File: src/rtl/cgdz_pkg.sv
// ----------------------------------------------------------------------------
// cgdz_pkg
// Shared types and constants of the color gradient block.
// ----------------------------------------------------------------------------
package cgdz_pkg;

  localparam int LINE_MAX  = 2048;
  localparam int LINE_AW   = $clog2(LINE_MAX);
  localparam int CNT_W     = 11;
  localparam int FRAME_MAX = 2048;

  localparam logic [0:0] CFG_WIDTH  = 1'b0;
  localparam logic [0:0] CFG_HEIGHT = 1'b1;

  typedef struct packed {
    logic [7:0] lab_l;
    logic [7:0] lab_a;
    logic [7:0] lab_b;
  } cgdz_in_t;

  typedef struct packed {
    logic [10:0] center_row;
    logic [10:0] center_col;
    logic [11:0] magnitude;
    logic        direction;
    logic        frame_done;
  } cgdz_out_t;

  // Window sums handed from the front end to the root unit.
  typedef struct packed {
    logic [20:0] gxx;
    logic [20:0] gyy;
    logic [20:0] gxy_abs;
    logic [10:0] row;
    logic [10:0] col;
    logic        last;
  } cgdz_grad_t;

endpackage

File: src/rtl/cgdz_sqrt.sv
// ----------------------------------------------------------------------------
// cgdz_sqrt
// Bit-serial integer square root, one result bit per cycle.
// ----------------------------------------------------------------------------
module cgdz_sqrt import cgdz_pkg::*; (
  input  logic        clk,
  input  logic        rst_n,
  input  logic        start,
  input  logic [63:0] radicand,
  output logic        done,
  output logic [31:0] root
);

  logic [63:0] v_r, v_nxt;
  logic [31:0] res_r, res_nxt;
  logic [4:0]  step_r, step_nxt;
  logic        busy_r, busy_nxt, done_r, done_nxt;
  logic [33:0] rem_r, rem_nxt;
  logic [33:0] trial;

  // restoring root: one result bit per cycle
  always_comb begin
    v_nxt    = v_r;
    res_nxt  = res_r;
    rem_nxt  = rem_r;
    step_nxt = step_r;
    busy_nxt = busy_r;
    done_nxt = 1'b0;
    trial    = '0;
    if (start) begin
      v_nxt    = radicand;
      res_nxt  = '0;
      rem_nxt  = '0;
      step_nxt = '0;
      busy_nxt = 1'b1;
    end else if (busy_r) begin
      trial   = {rem_r[31:0], v_r[63:62]} - {res_r, 2'b01};
      v_nxt   = {v_r[61:0], 2'b00};
      if (!trial[33]) begin
        rem_nxt = trial;
        res_nxt = {res_r[30:0], 1'b1};
      end else begin
        rem_nxt = {rem_r[31:0], v_r[63:62]};
        res_nxt = {res_r[30:0], 1'b0};
      end
      step_nxt = step_r + 5'd1;
      if (step_r == 5'd31) begin
        busy_nxt = 1'b0;
        done_nxt = 1'b1;
      end
    end
  end

  always_ff @(posedge clk) begin
    if (!rst_n) begin
      busy_r <= 1'b0;
      done_r <= 1'b0;
      step_r <= '0;
    end else begin
      busy_r <= busy_nxt;
      done_r <= done_nxt;
      step_r <= step_nxt;
    end
    v_r   <= v_nxt;
    res_r <= res_nxt;
    rem_r <= rem_nxt;
  end

  assign done = done_r;
  assign root = res_r;

endmodule

File: config.mk
export PLATFORM = sky130hd
export DESIGN_NAME = cgdz_sqrt
export DESIGN_NICKNAME = d
export VERILOG_FILES = /design/src/rtl/cgdz_pkg.sv /design/src/rtl/cgdz_sqrt.sv
export SDC_FILE = /design/constraint.sdc
export NUM_CORES = 1
export LEC_CHECK = 0
export BUFFER_PORTS_ARGS = -buffer_cell sky130_fd_sc_hd__buf_2
export CAP_MARGIN = 20
export CORE_MARGIN = 1.5
export CORE_UTILIZATION = 49
export CTS_BUF_LIST = sky130_fd_sc_hd__clkbuf_8
export DETAILED_ROUTE_END_ITERATION = 10
export PLACE_DENSITY = 0.7
export SKIP_CTS_REPAIR_TIMING = 1
export SLEW_MARGIN = 20
export SYNTH_ARGS = -nofsm -noshare
export SYNTH_HDL_FRONTEND = slang
export SYNTH_SLANG_ARGS = --single-unit
File: constraint.sdc
create_clock -name clk -period 9.8 [get_ports clk]
set_clock_uncertainty 0.15 [all_clocks]
set_input_delay 0.98 -clock clk [delete_from_list [all_inputs] [get_ports clk]]
set_output_delay 0.98 -clock clk [all_outputs]
set_load 0.01 [all_outputs]
==> impl_metrics.json, run 1 <==
{
  "run_status": "finished clean",
  "critical_path_class": "register to register",
  "r2r_cells": 11,
  "synth.yosys.warnings": 0,
  "clock-sinks": 135,
  "startpoint_type": "register",
  "route.antenna.remaining_nets": 0,
  "start_util": 0.500,
  "ios": 100,
  "placed_cells": 959,
  "n_fill_cell": 1276,
  "worstMarginPinSlew_ns": 1.06,
  "max_cap_violations": 0,
  "final_layout_size_suffix_gt1_frac": 0.253,
  "clkSlewWorstSetupHoldPaths_ns": 0.08,
  "finalHoldViolCount": 0,
  "r2r_start": "root[3]",
  "syn_area_per_cell_um2": 10.2,
  "cellPowerDensity_mw_per_mm2": 286,
  "relative_slew_slack": 0.291,
  "post-route-worst-setup-slack_ns": 6.03,
  "netSwitchingPower_mw": 0.996,
  "endpoint": "rem_r[20]",
  "report.final.setup_viol": 0,
  "grt.total_usage": 0.202,
  "synthMostInstantiatedCell": "sky130_fd_sc_hd__nor2_1",
  "rsz_0062_raised_after_global_routing": "false",
  "holdWs_ns": 0.354,
  "crit_start": "root[3]",
  "drv_slew": 0,
  "netlist.area_leader.share": 0.265,
  "grt_antenna_before_repair": 0,
  "power.share.sequential": 0.313,
  "ctsHtreeMaxLevel": 4,
  "comb_power_share": 0.499,
  "diodes": 0,
  "post_drt_via_cell_ratio": 5.62,
  "num_vias": 5567,
  "synth.ff_latch_count": 135,
  "routabilityCongestion": 0.863,
  "finalSetupTns_ns": 0,
  "drt_pre_antenna_iters": 4,
  "fraction_of_power_spent_switching_nets": 0.424,
  "tritoncts": "yes",
  "num-nets-final": 895,
  "cts_buffer_depth": 2,
  "dieWidth_um": 125,
  "postSynthCellCount": 713,
  "dieArea_mm2": 0.0155,
  "core.rowCount": 44,
  "crit_arrival_ns": 3.93,
  "worst-endpoint-required_ns": 9.96,
  "grt_first_pass_wirelength_um": 25700,
  "intPower_mw": 1.35,
  "drcViolationCount": 0,
  "synth.area.top_cells": "sky130_fd_sc_hd__edfxtp_1, sky130_fd_sc_hd__dfxtp_1, sky130_fd_sc_hd__mux2_2",
  "synth-edff-count": 64,
  "r2r-end": "rem_r[20]",
  "timing.final.crit_period_ns": 3.77,
  "synth_top_area_cell": "sky130_fd_sc_hd__edfxtp_1",
  "cts-root-buf": "sky130_fd_sc_hd__clkbuf_8",
  "ys_async_sr_fraction": 0,
  "die_y_um": 125,
  "area_growth_syn_to_layout_pct": 13.6,
  "netlist_top_cells_count": "sky130_fd_sc_hd__nor2_1, sky130_fd_sc_hd__dfxtp_1, sky130_fd_sc_hd__edfxtp_1, sky130_fd_sc_hd__mux2_2, sky130_fd_sc_hd__nand2_1",
  "end_kind": "register",
  "timing.reg2reg.setup_slack_ns": 6.03,
  "floorplan.core_area_mm2": 0.0145,
  "crit_path_max_fanout": 31,
  "power.share.clock": 0.188,
  "synth_area_mm2": 0.00724,
  "p_leak_nw": 3.40,
  "layout_worst_path_cycle_share": 0.384,
  "finalNonFillerCells": 991,
  "tritoncts.num_buffers": 17,
  "fin_util": 0.568,
  "worst_ir_drop_vdd_mv": 0.167,
  "achievable_frequency_mhz": 266,
  "worst_skew_pair.late_latency_ns": 0.45,
  "first_global_vias": 5278,
  "timing.hold.worst.class": "register to register",
  "pre_cts_ws_ns": 6.09,
  "synth_fp_nets": 814,
  "wl_per_cell_um": 15.4,
  "synth_flop_cell": "sky130_fd_sc_hd__dfxtp_1",
  "wl_um": 15300,
  "global_route.overflow_total": 0,
  "place_hpwl_um": 10500,
  "buffer_ports.inserted": 99,
  "synth-seq-area-share": 0.462,
  "grt_max_degree": 100,
  "drt_iter0_drc": 428,
  "ys_types": 56
}
==> worst min path at each step <==
stage                     startpoint   endpoint  slack [ns]  cells after the start
after floorplan            rem_r[24]  rem_r[24]        0.31                      2
after global placement      rem_r[8]  rem_r[10]        0.33                      2
after detailed placement    rem_r[1]   rem_r[3]        0.34                      2
after CTS                   rem_r[8]  rem_r[10]        0.36                      2
after global routing       rem_r[11]  rem_r[13]        0.38                      2
final                      rem_r[31]  rem_r[31]        0.35                      2
==> placed cells by master (no fill, tap or decap), types with 11 or more instances in the layout <==
cell	n
sky130_fd_sc_hd__nor2_1	79
sky130_fd_sc_hd__nand3_1	21
sky130_fd_sc_hd__nand2_1	61
sky130_fd_sc_hd__nor3_1	11
sky130_fd_sc_hd__dfxtp_1	70
sky130_fd_sc_hd__o21ai_0	16
sky130_fd_sc_hd__mux2_2	62
sky130_fd_sc_hd__xnor2_1	18
sky130_fd_sc_hd__clkbuf_8	17
sky130_fd_sc_hd__a311oi_1	17
sky130_fd_sc_hd__xor2_1	11
sky130_fd_sc_hd__a21o_1	15
sky130_fd_sc_hd__ha_1	34
sky130_fd_sc_hd__mux2i_1	36
sky130_fd_sc_hd__inv_1	40
sky130_fd_sc_hd__a21oi_1	23
sky130_fd_sc_hd__edfxtp_1	64
sky130_fd_sc_hd__buf_2	98
==> power groups by stage <==
stage	logic [mW]	registers (mW)	clock network (mW)
floorplan	0.941	0.719	0
CTS	1.16	0.733	0.455
global route	1.31	0.743	0.475
detailed placement	1.16	0.745	0
global placement	1.13	0.743	0
finish	1.17	0.734	0.442
==> stage by stage <==
stage / instance area (µm²) / power, mW
6_report: 8220 / 2.35
5_1_grt: 8220 / 2.53
4_1_cts: 8220 / 2.35
3_5_place_dp: 7840 / 1.90
3_3_place_gp: 7840 / 1.87
2_1_floorplan: 7240 / 1.66
==> registers in the layout, indices dropped and copies added, names as in the netlist <==
signal and flops:
root 32, busy_r 1, v_r 64, rem_r 32
step_r 5, done 1
==> critical path: stages (launching register included) <==
cell and delay, ns:
sky130_fd_sc_hd__dfxtp_1 0.37, sky130_fd_sc_hd__inv_1 0.05, sky130_fd_sc_hd__ha_1 0.36, sky130_fd_sc_hd__nor3_1 0.10, sky130_fd_sc_hd__o311a_1 0.34, sky130_fd_sc_hd__a211o_1 0.30, sky130_fd_sc_hd__o21ai_4 0.20, sky130_fd_sc_hd__a41oi_4 0.16
sky130_fd_sc_hd__or4_1 0.57, sky130_fd_sc_hd__nand3_2 0.49, sky130_fd_sc_hd__nor3_1 0.10, sky130_fd_sc_hd__a2111oi_0 0.43
==> layout make-up <==
class / instances / area [µm²] / share of cell area
multi-input combinational: 496 / 3590 / 0.437
tap: 184 / 230 / 0.0280
clock inverter: 15 / 140 / 0.0170
sequential: 135 / 3350 / 0.407
timing repair buffer: 102 / 524 / 0.0638
clock buffer: 17 / 234 / 0.0285
inverter: 42 / 158 / 0.0192
==> kinds of logic after synthesis <==
group	after synthesis	synth area share
compound gates	120	0.122
xor+xnor	29	0.0351
fa+ha+maj	34	0.0588
buf+inv	82	0.0434
flops	135	0.462
mux	98	0.146
simple gates	215	0.133
==> metal layers <==
layer | global-route usage | share of wire | wire (µm)
met3 | 0.0567 | 0.062 | 943
met5 | 0 | 0 | 0
met1 | 0.263 | 0.45 | 6870
met4 | 0.0805 | 0.017 | 256
met2 | 0.319 | 0.47 | 7220
Note: power is estimated with default switching activity, not from simulation.
==> inputs of run 2 (changes only) <==
Clock period 9.8 ns to 3.9 ns, I/O delays scaled along.
==> run 2 against run 1 <==
  * Sequential share of layout area down 0.46 points
  * Maximum frequency up 2.7%
  * Wire length up 2.0%
  * Critical path depth up 1
  * Highest routed layer is now met5
==> impl_metrics.json, run 2 (synthesis results as in run 1) <==
{
  "report.final.setup_viol": 0,
  "cts_buffer_depth": 2,
  "post_drt_via_cell_ratio": 5.57,
  "finalHoldViolCount": 0,
  "grt_first_pass_wirelength_um": 25600,
  "cellPowerDensity_mw_per_mm2": 734,
  "die_y_um": 125,
  "diodes": 0,
  "timing.final.crit_period_ns": 3.67,
  "drt_pre_antenna_iters": 5,
  "layout_worst_path_cycle_share": 0.940,
  "crit_path_top_delay_cell": "sky130_fd_sc_hd__or4_1",
  "tritoncts": "yes",
  "p_leak_nw": 3.46,
  "grt.total_usage": 0.203,
  "grt_busiest_layer": "met2",
  "tritoncts.num_buffers": 17,
  "rsz_0062_raised_after_global_routing": "false",
  "wl_per_cell_um": 15.6,
  "mostFrequentLayoutCells": "sky130_fd_sc_hd__buf_2, sky130_fd_sc_hd__nor2_1, sky130_fd_sc_hd__dfxtp_1, sky130_fd_sc_hd__edfxtp_1, sky130_fd_sc_hd__mux2_2",
  "n_fill_cell": 1224,
  "critical_path.n_buffers_inverters": 2,
  "start_util": 0.500,
  "mostFrequentLayoutCell": "sky130_fd_sc_hd__buf_2",
  "route.antenna.remaining_nets": 0,
  "timing.critical_path.mode_cell": "sky130_fd_sc_hd__nor3_1",
  "largest-register": "v_r",
  "worstMarginPinSlew_ns": 0.871,
  "run_status": "finished clean",
  "critical_path_class": "register to register",
  "first_global_vias": 5375,
  "dieWidth_um": 125,
  "area_growth_syn_to_layout_pct": 14.9,
  "global_route.overflow_total": 0,
  "num_vias": 5562,
  "dieArea_mm2": 0.0155,
  "ios": 100,
  "relative_slew_slack": 0.419,
  "drv_slew": 0,
  "startpoint_type": "register",
  "floorplan.core_area_mm2": 0.0145,
  "end_kind": "register",
  "global_route.usage.met2": 0.325,
  "crit_path_max_fanout": 27,
  "worst_path_largest_cell_delay_ns": 0.55,
  "buffer_ports.inserted": 99,
  "clkSlewWorstSetupHoldPaths_ns": 0.08,
  "ctsHtreeMaxLevel": 4,
  "grt_antenna_before_repair": 1,
  "max_cap_violations": 0,
  "wl_um": 15600,
  "achievable_frequency_mhz": 273,
  "cts-root-buf": "sky130_fd_sc_hd__clkbuf_8",
  "worst-endpoint-required_ns": 4.07,
  "core.rowCount": 44,
  "holdWs_ns": 0.0200,
  "timing.critical_path.max_delay_family": "compound AO/OA/AOI/OAI gates",
  "crit_arrival_ns": 3.83,
  "final_layout_size_suffix_gt1_frac": 0.257,
  "routabilityCongestion": 0.901,
  "num-nets-final": 902,
  "worst_skew_pair.late_latency_ns": 0.45,
  "largest_register_ff_count": 64,
  "global_route.usage.met1": 0.252,
  "sequence_of_cells_on_the_critical_path": "inv_1 -> ha_1 -> nor3_1 -> o311a_1 -> a211o_1 -> o21ai_4 -> a41oi_4 -> or4_1 -> nand3_1 -> buf_12 -> nor3_1 -> a2111oi_0",
  "clock-sinks": 135,
  "place_hpwl_um": 10900,
  "worst_ir_drop_vdd_mv": 0.414,
  "gr-usage-met3": 0.0649,
  "grt_max_degree": 83,
  "timing.hold.worst.class": "input port to register",
  "drcViolationCount": 0,
  "finalSetupTns_ns": 0,
  "drt_iter0_drc": 299
}
## run 2: cell count changes in the layout (fill, tap and decap cells not counted), moves of 2 or more
cell and delta:
sky130_fd_sc_hd__buf_4 +6, sky130_fd_sc_hd__inv_6 -5, sky130_fd_sc_hd__inv_8 +4, sky130_fd_sc_hd__buf_12 +2
## run 2: metrics by stage
stage	setup slack (ns)	util	instances	power (mW)	instance area, µm²
after detailed placement	0.228	0.547	966	4.91	7920
after global placement	0.476	0.547	966	4.84	7920
after CTS	0.215	0.574	998	6.11	8320
after floorplan	0.552	-	713	4.17	7240
after global routing	0.0471	0.574	998	6.53	8320
final	0.235	0.574	998	6.11	8320
## run 2: layer usage
layer  vias to the layer above  wire (µm)
met5                         -         12
met4                         2        333
met3                        29        962
met2                       140       7290
met1                      2634       7000
li1                       2757          -
## run 2: path summary, 6_finish.rpt
| kind | end | slack [ns] | startpoint | cells after the start |
|---|---|---|---|---|
| setup / recovery | rem_r[20] | 0.23 | root[3] | 12 |
| hold / removal | busy_r | 0.02 | rst_n | 2 |
| setup reg to reg | rem_r[20] | 0.23 | root[3] | 12 |
| hold reg to reg | rem_r[31] | 0.35 | rem_r[31] | 2 |
## run 2: worst register-to-register path: stages, from the launching register on
cell and delay [ns]:
sky130_fd_sc_hd__dfxtp_1 0.37, sky130_fd_sc_hd__inv_1 0.06, sky130_fd_sc_hd__ha_1 0.35, sky130_fd_sc_hd__nor3_1 0.11
sky130_fd_sc_hd__o311a_1 0.34, sky130_fd_sc_hd__a211o_1 0.30, sky130_fd_sc_hd__o21ai_4 0.21, sky130_fd_sc_hd__a41oi_4 0.16
sky130_fd_sc_hd__or4_1 0.55, sky130_fd_sc_hd__nand3_1 0.22, sky130_fd_sc_hd__buf_12 0.22, sky130_fd_sc_hd__nor3_1 0.08
sky130_fd_sc_hd__a2111oi_0 0.42
## run 2: where the power goes
part | leakage [nW] | internal, mW | switching (mW)
clock | 0.200 | 0.584 | 0.600
sequential | 1.22 | 1.69 | 0.147
combinational | 2.03 | 1.30 | 1.78
## run 2: layout make-up
| type | instances | area [µm²] | share of cell area |
|---|---|---|---|
| flip-flops and latches | 135 | 3350 | 0.402 |
| clock buffers | 17 | 234 | 0.0281 |
| inverters | 42 | 158 | 0.0190 |
| multi-input cells | 496 | 3580 | 0.431 |
| clock inverters | 15 | 168 | 0.0202 |
| repair buffers | 109 | 598 | 0.0719 |
| well taps | 184 | 230 | 0.0277 |
==> inputs of run 3 (changes only) <==
Settings changed: PLACE_DENSITY 0.7 to 0.72.
Clock period 3.9 ns to 3.2 ns, I/O delays scaled along.
==> run 3 against run 2 <==
  * Clock power is 28% higher
  * Die area is the same
  * Non-clock buffer count up 96
  * Maximum frequency is 16% higher
  * Cell area is 13% higher
  * Combinational power grew 47%
  * Hold slack got worse by 0.011 ns
  * Critical endpoint is now rem_r[2]
==> impl_metrics.json, run 3 (synthesis results as in run 1) <==
{
  "num_vias": 6067,
  "m1WireLength_um": 7720,
  "clkSlewWorstSetupHoldPaths_ns": 0.09,
  "final_layout_size_suffix_gt1_frac": 0.311,
  "finalNonFillerCells": 1094,
  "place_hpwl_um": 11400,
  "grt_antenna_before_repair": 0,
  "buffer_ports.inserted": 99,
  "critical_path.n_buffers_inverters": 1,
  "timing.final.crit_period_ns": 3.15,
  "ios": 100,
  "route.antenna.remaining_nets": 0,
  "drcViolationCount": 0,
  "max_cap_violations": 0,
  "dieWidth_um": 125,
  "mostFrequentLayoutCells": "sky130_fd_sc_hd__buf_2, sky130_fd_sc_hd__nor2_1, sky130_fd_sc_hd__edfxtp_1, sky130_fd_sc_hd__mux2_2, sky130_fd_sc_hd__nand2_1",
  "seqCellArea_mm2": 0.00336,
  "layout_worst_path_cycle_share": 0.985,
  "area_of_all_placed_cells_without_fillers_mm2": 0.00938,
  "drt_pre_antenna_iters": 5,
  "sequence_of_cells_on_the_critical_path": "inv_2 -> ha_4 -> nor3_2 -> o311a_1 -> a211o_4 -> o21ai_4 -> a41oi_4 -> or4_4 -> and3_4 -> or4_1 -> nand3_1",
  "wl_um": 18100,
  "p_leak_nw": 3.92,
  "run_status": "finished clean",
  "crit_start": "root[3]",
  "total_area_of_multi_input_combinational_cells_mm2": 0.00376,
  "worst_path_largest_cell_delay_ns": 0.54,
  "relative_slew_slack": 0.503,
  "timing.critical_path.max_delay_family": "simple AND/OR/NAND/NOR gates",
  "ctsHtreeMaxLevel": 4,
  "detailroute.wirelength.met3_um": 928,
  "wl_per_cell_um": 16.5,
  "n_fill_cell": 1128,
  "crit_path_max_fanout": 3,
  "core.rowCount": 44,
  "tritoncts": "yes",
  "report.final.setup_viol": 0,
  "floorplan.core_area_mm2": 0.0145,
  "post_drt_via_cell_ratio": 5.55,
  "timing.hold.worst.class": "input port to register",
  "cts-root-buf": "sky130_fd_sc_hd__clkbuf_8",
  "r2r_start": "root[3]",
  "first_global_vias": 5605,
  "clock-sinks": 135,
  "critical_path_cell_count": 11,
  "end_kind": "register",
  "r2r_cells": 11,
  "startpoint_type": "register",
  "totalPowerFinal_mw": 8.30,
  "cellPowerDensity_mw_per_mm2": 885,
  "grt_max_degree": 65,
  "global_route.overflow_total": 0,
  "holdWs_ns": 0.00941,
  "worst_skew_pair.late_latency_ns": 0.47,
  "mostFrequentLayoutCell": "sky130_fd_sc_hd__buf_2",
  "dpl-instance-area_mm2": 0.00818,
  "fin_util": 0.648,
  "diodes": 0,
  "worst-endpoint-required_ns": 3.47,
  "largest_register_ff_count": 64,
  "achievable_frequency_mhz": 317,
  "die_y_um": 125,
  "rsz_0062_raised_after_global_routing": "true",
  "finalHoldViolCount": 0,
  "worst_ir_drop_vdd_mv": 0.528,
  "worstMarginPinSlew_ns": 0.746,
  "placed_cells": 997,
  "uppermost_routed_layer": "met4",
  "largest-register": "v_r",
  "tritoncts.num_buffers": 17,
  "post-route-worst-setup-slack_ns": 0.0482,
  "grt.total_usage": 0.208,
  "crit_arrival_ns": 3.42,
  "drt_iter0_drc": 448,
  "drv_slew": 0,
  "endpoint": "rem_r[2]",
  "met2_length_um": 9130,
  "finalSetupTns_ns": 0,
  "area_growth_syn_to_layout_pct": 29.6,
  "cts_buffer_depth": 2,
  "timing.reg2reg.setup_slack_ns": 0.05,
  "critical_path_class": "register to register",
  "crit_path_top_delay_cell": "sky130_fd_sc_hd__or4_4",
  "r2r-end": "rem_r[2]",
  "grt_first_pass_wirelength_um": 26200,
  "dieArea_mm2": 0.0155,
  "pre_cts_ws_ns": -0.0962,
  "start_util": 0.500,
  "num-nets-final": 998,
  "routabilityCongestion": 0.881
}
[run 3: cell types whose count changed in the layout (fill, tap and decap cells not counted), sizes merged]
cell         change
buf             +36
dlygate4sd3     +60
clkinvlp         -2
inv              +2
[run 3: worst min path at each step]
stage                      start         to  slack [ns]  cells past startpoint
CTS                        rst_n     busy_r       -0.07                      2
floorplan                  rst_n     busy_r        0.29                      1
detailed placement     rem_r[30]  rem_r[30]        0.34                      2
global route        radicand[44]    v_r[44]      -0.007                      2
finish              radicand[20]    v_r[20]       0.009                      2
global placement       step_r[4]  step_r[4]        0.33                      2
[run 3: per-layer routing]
layer  GRT usage  up-vias
li1            -     2946
met1       0.252     2901
met2       0.337      189
met3      0.0812       31
met4      0.0778        0
met5           0        -
[run 3: final cells by class]
class	instances	share of cell area
clock inverter	15	0.0191
sequential	135	0.358
inverter	42	0.0168
multi-input combinational	496	0.401
timing repair buffer	205	0.156
clock buffer	17	0.0249
tap	184	0.0245
[run 3: worst reg2reg max path: cells and delay by family, from the launching register on]
kind                       cells  cell delay [ns]
and+or+nand+nor                5             1.33
adders and majority gates      1             0.26
buffers and inverters          1             0.05
DFF                            1             0.34
AOI/OAI and AO/OA              4             0.98
[run 3: report_power, final]
group	switching [mW]	total (mW)	internal, mW
sequential	0.186	2.25	2.06
clock	0.786	1.51	0.726
combinational	2.40	4.54	2.14
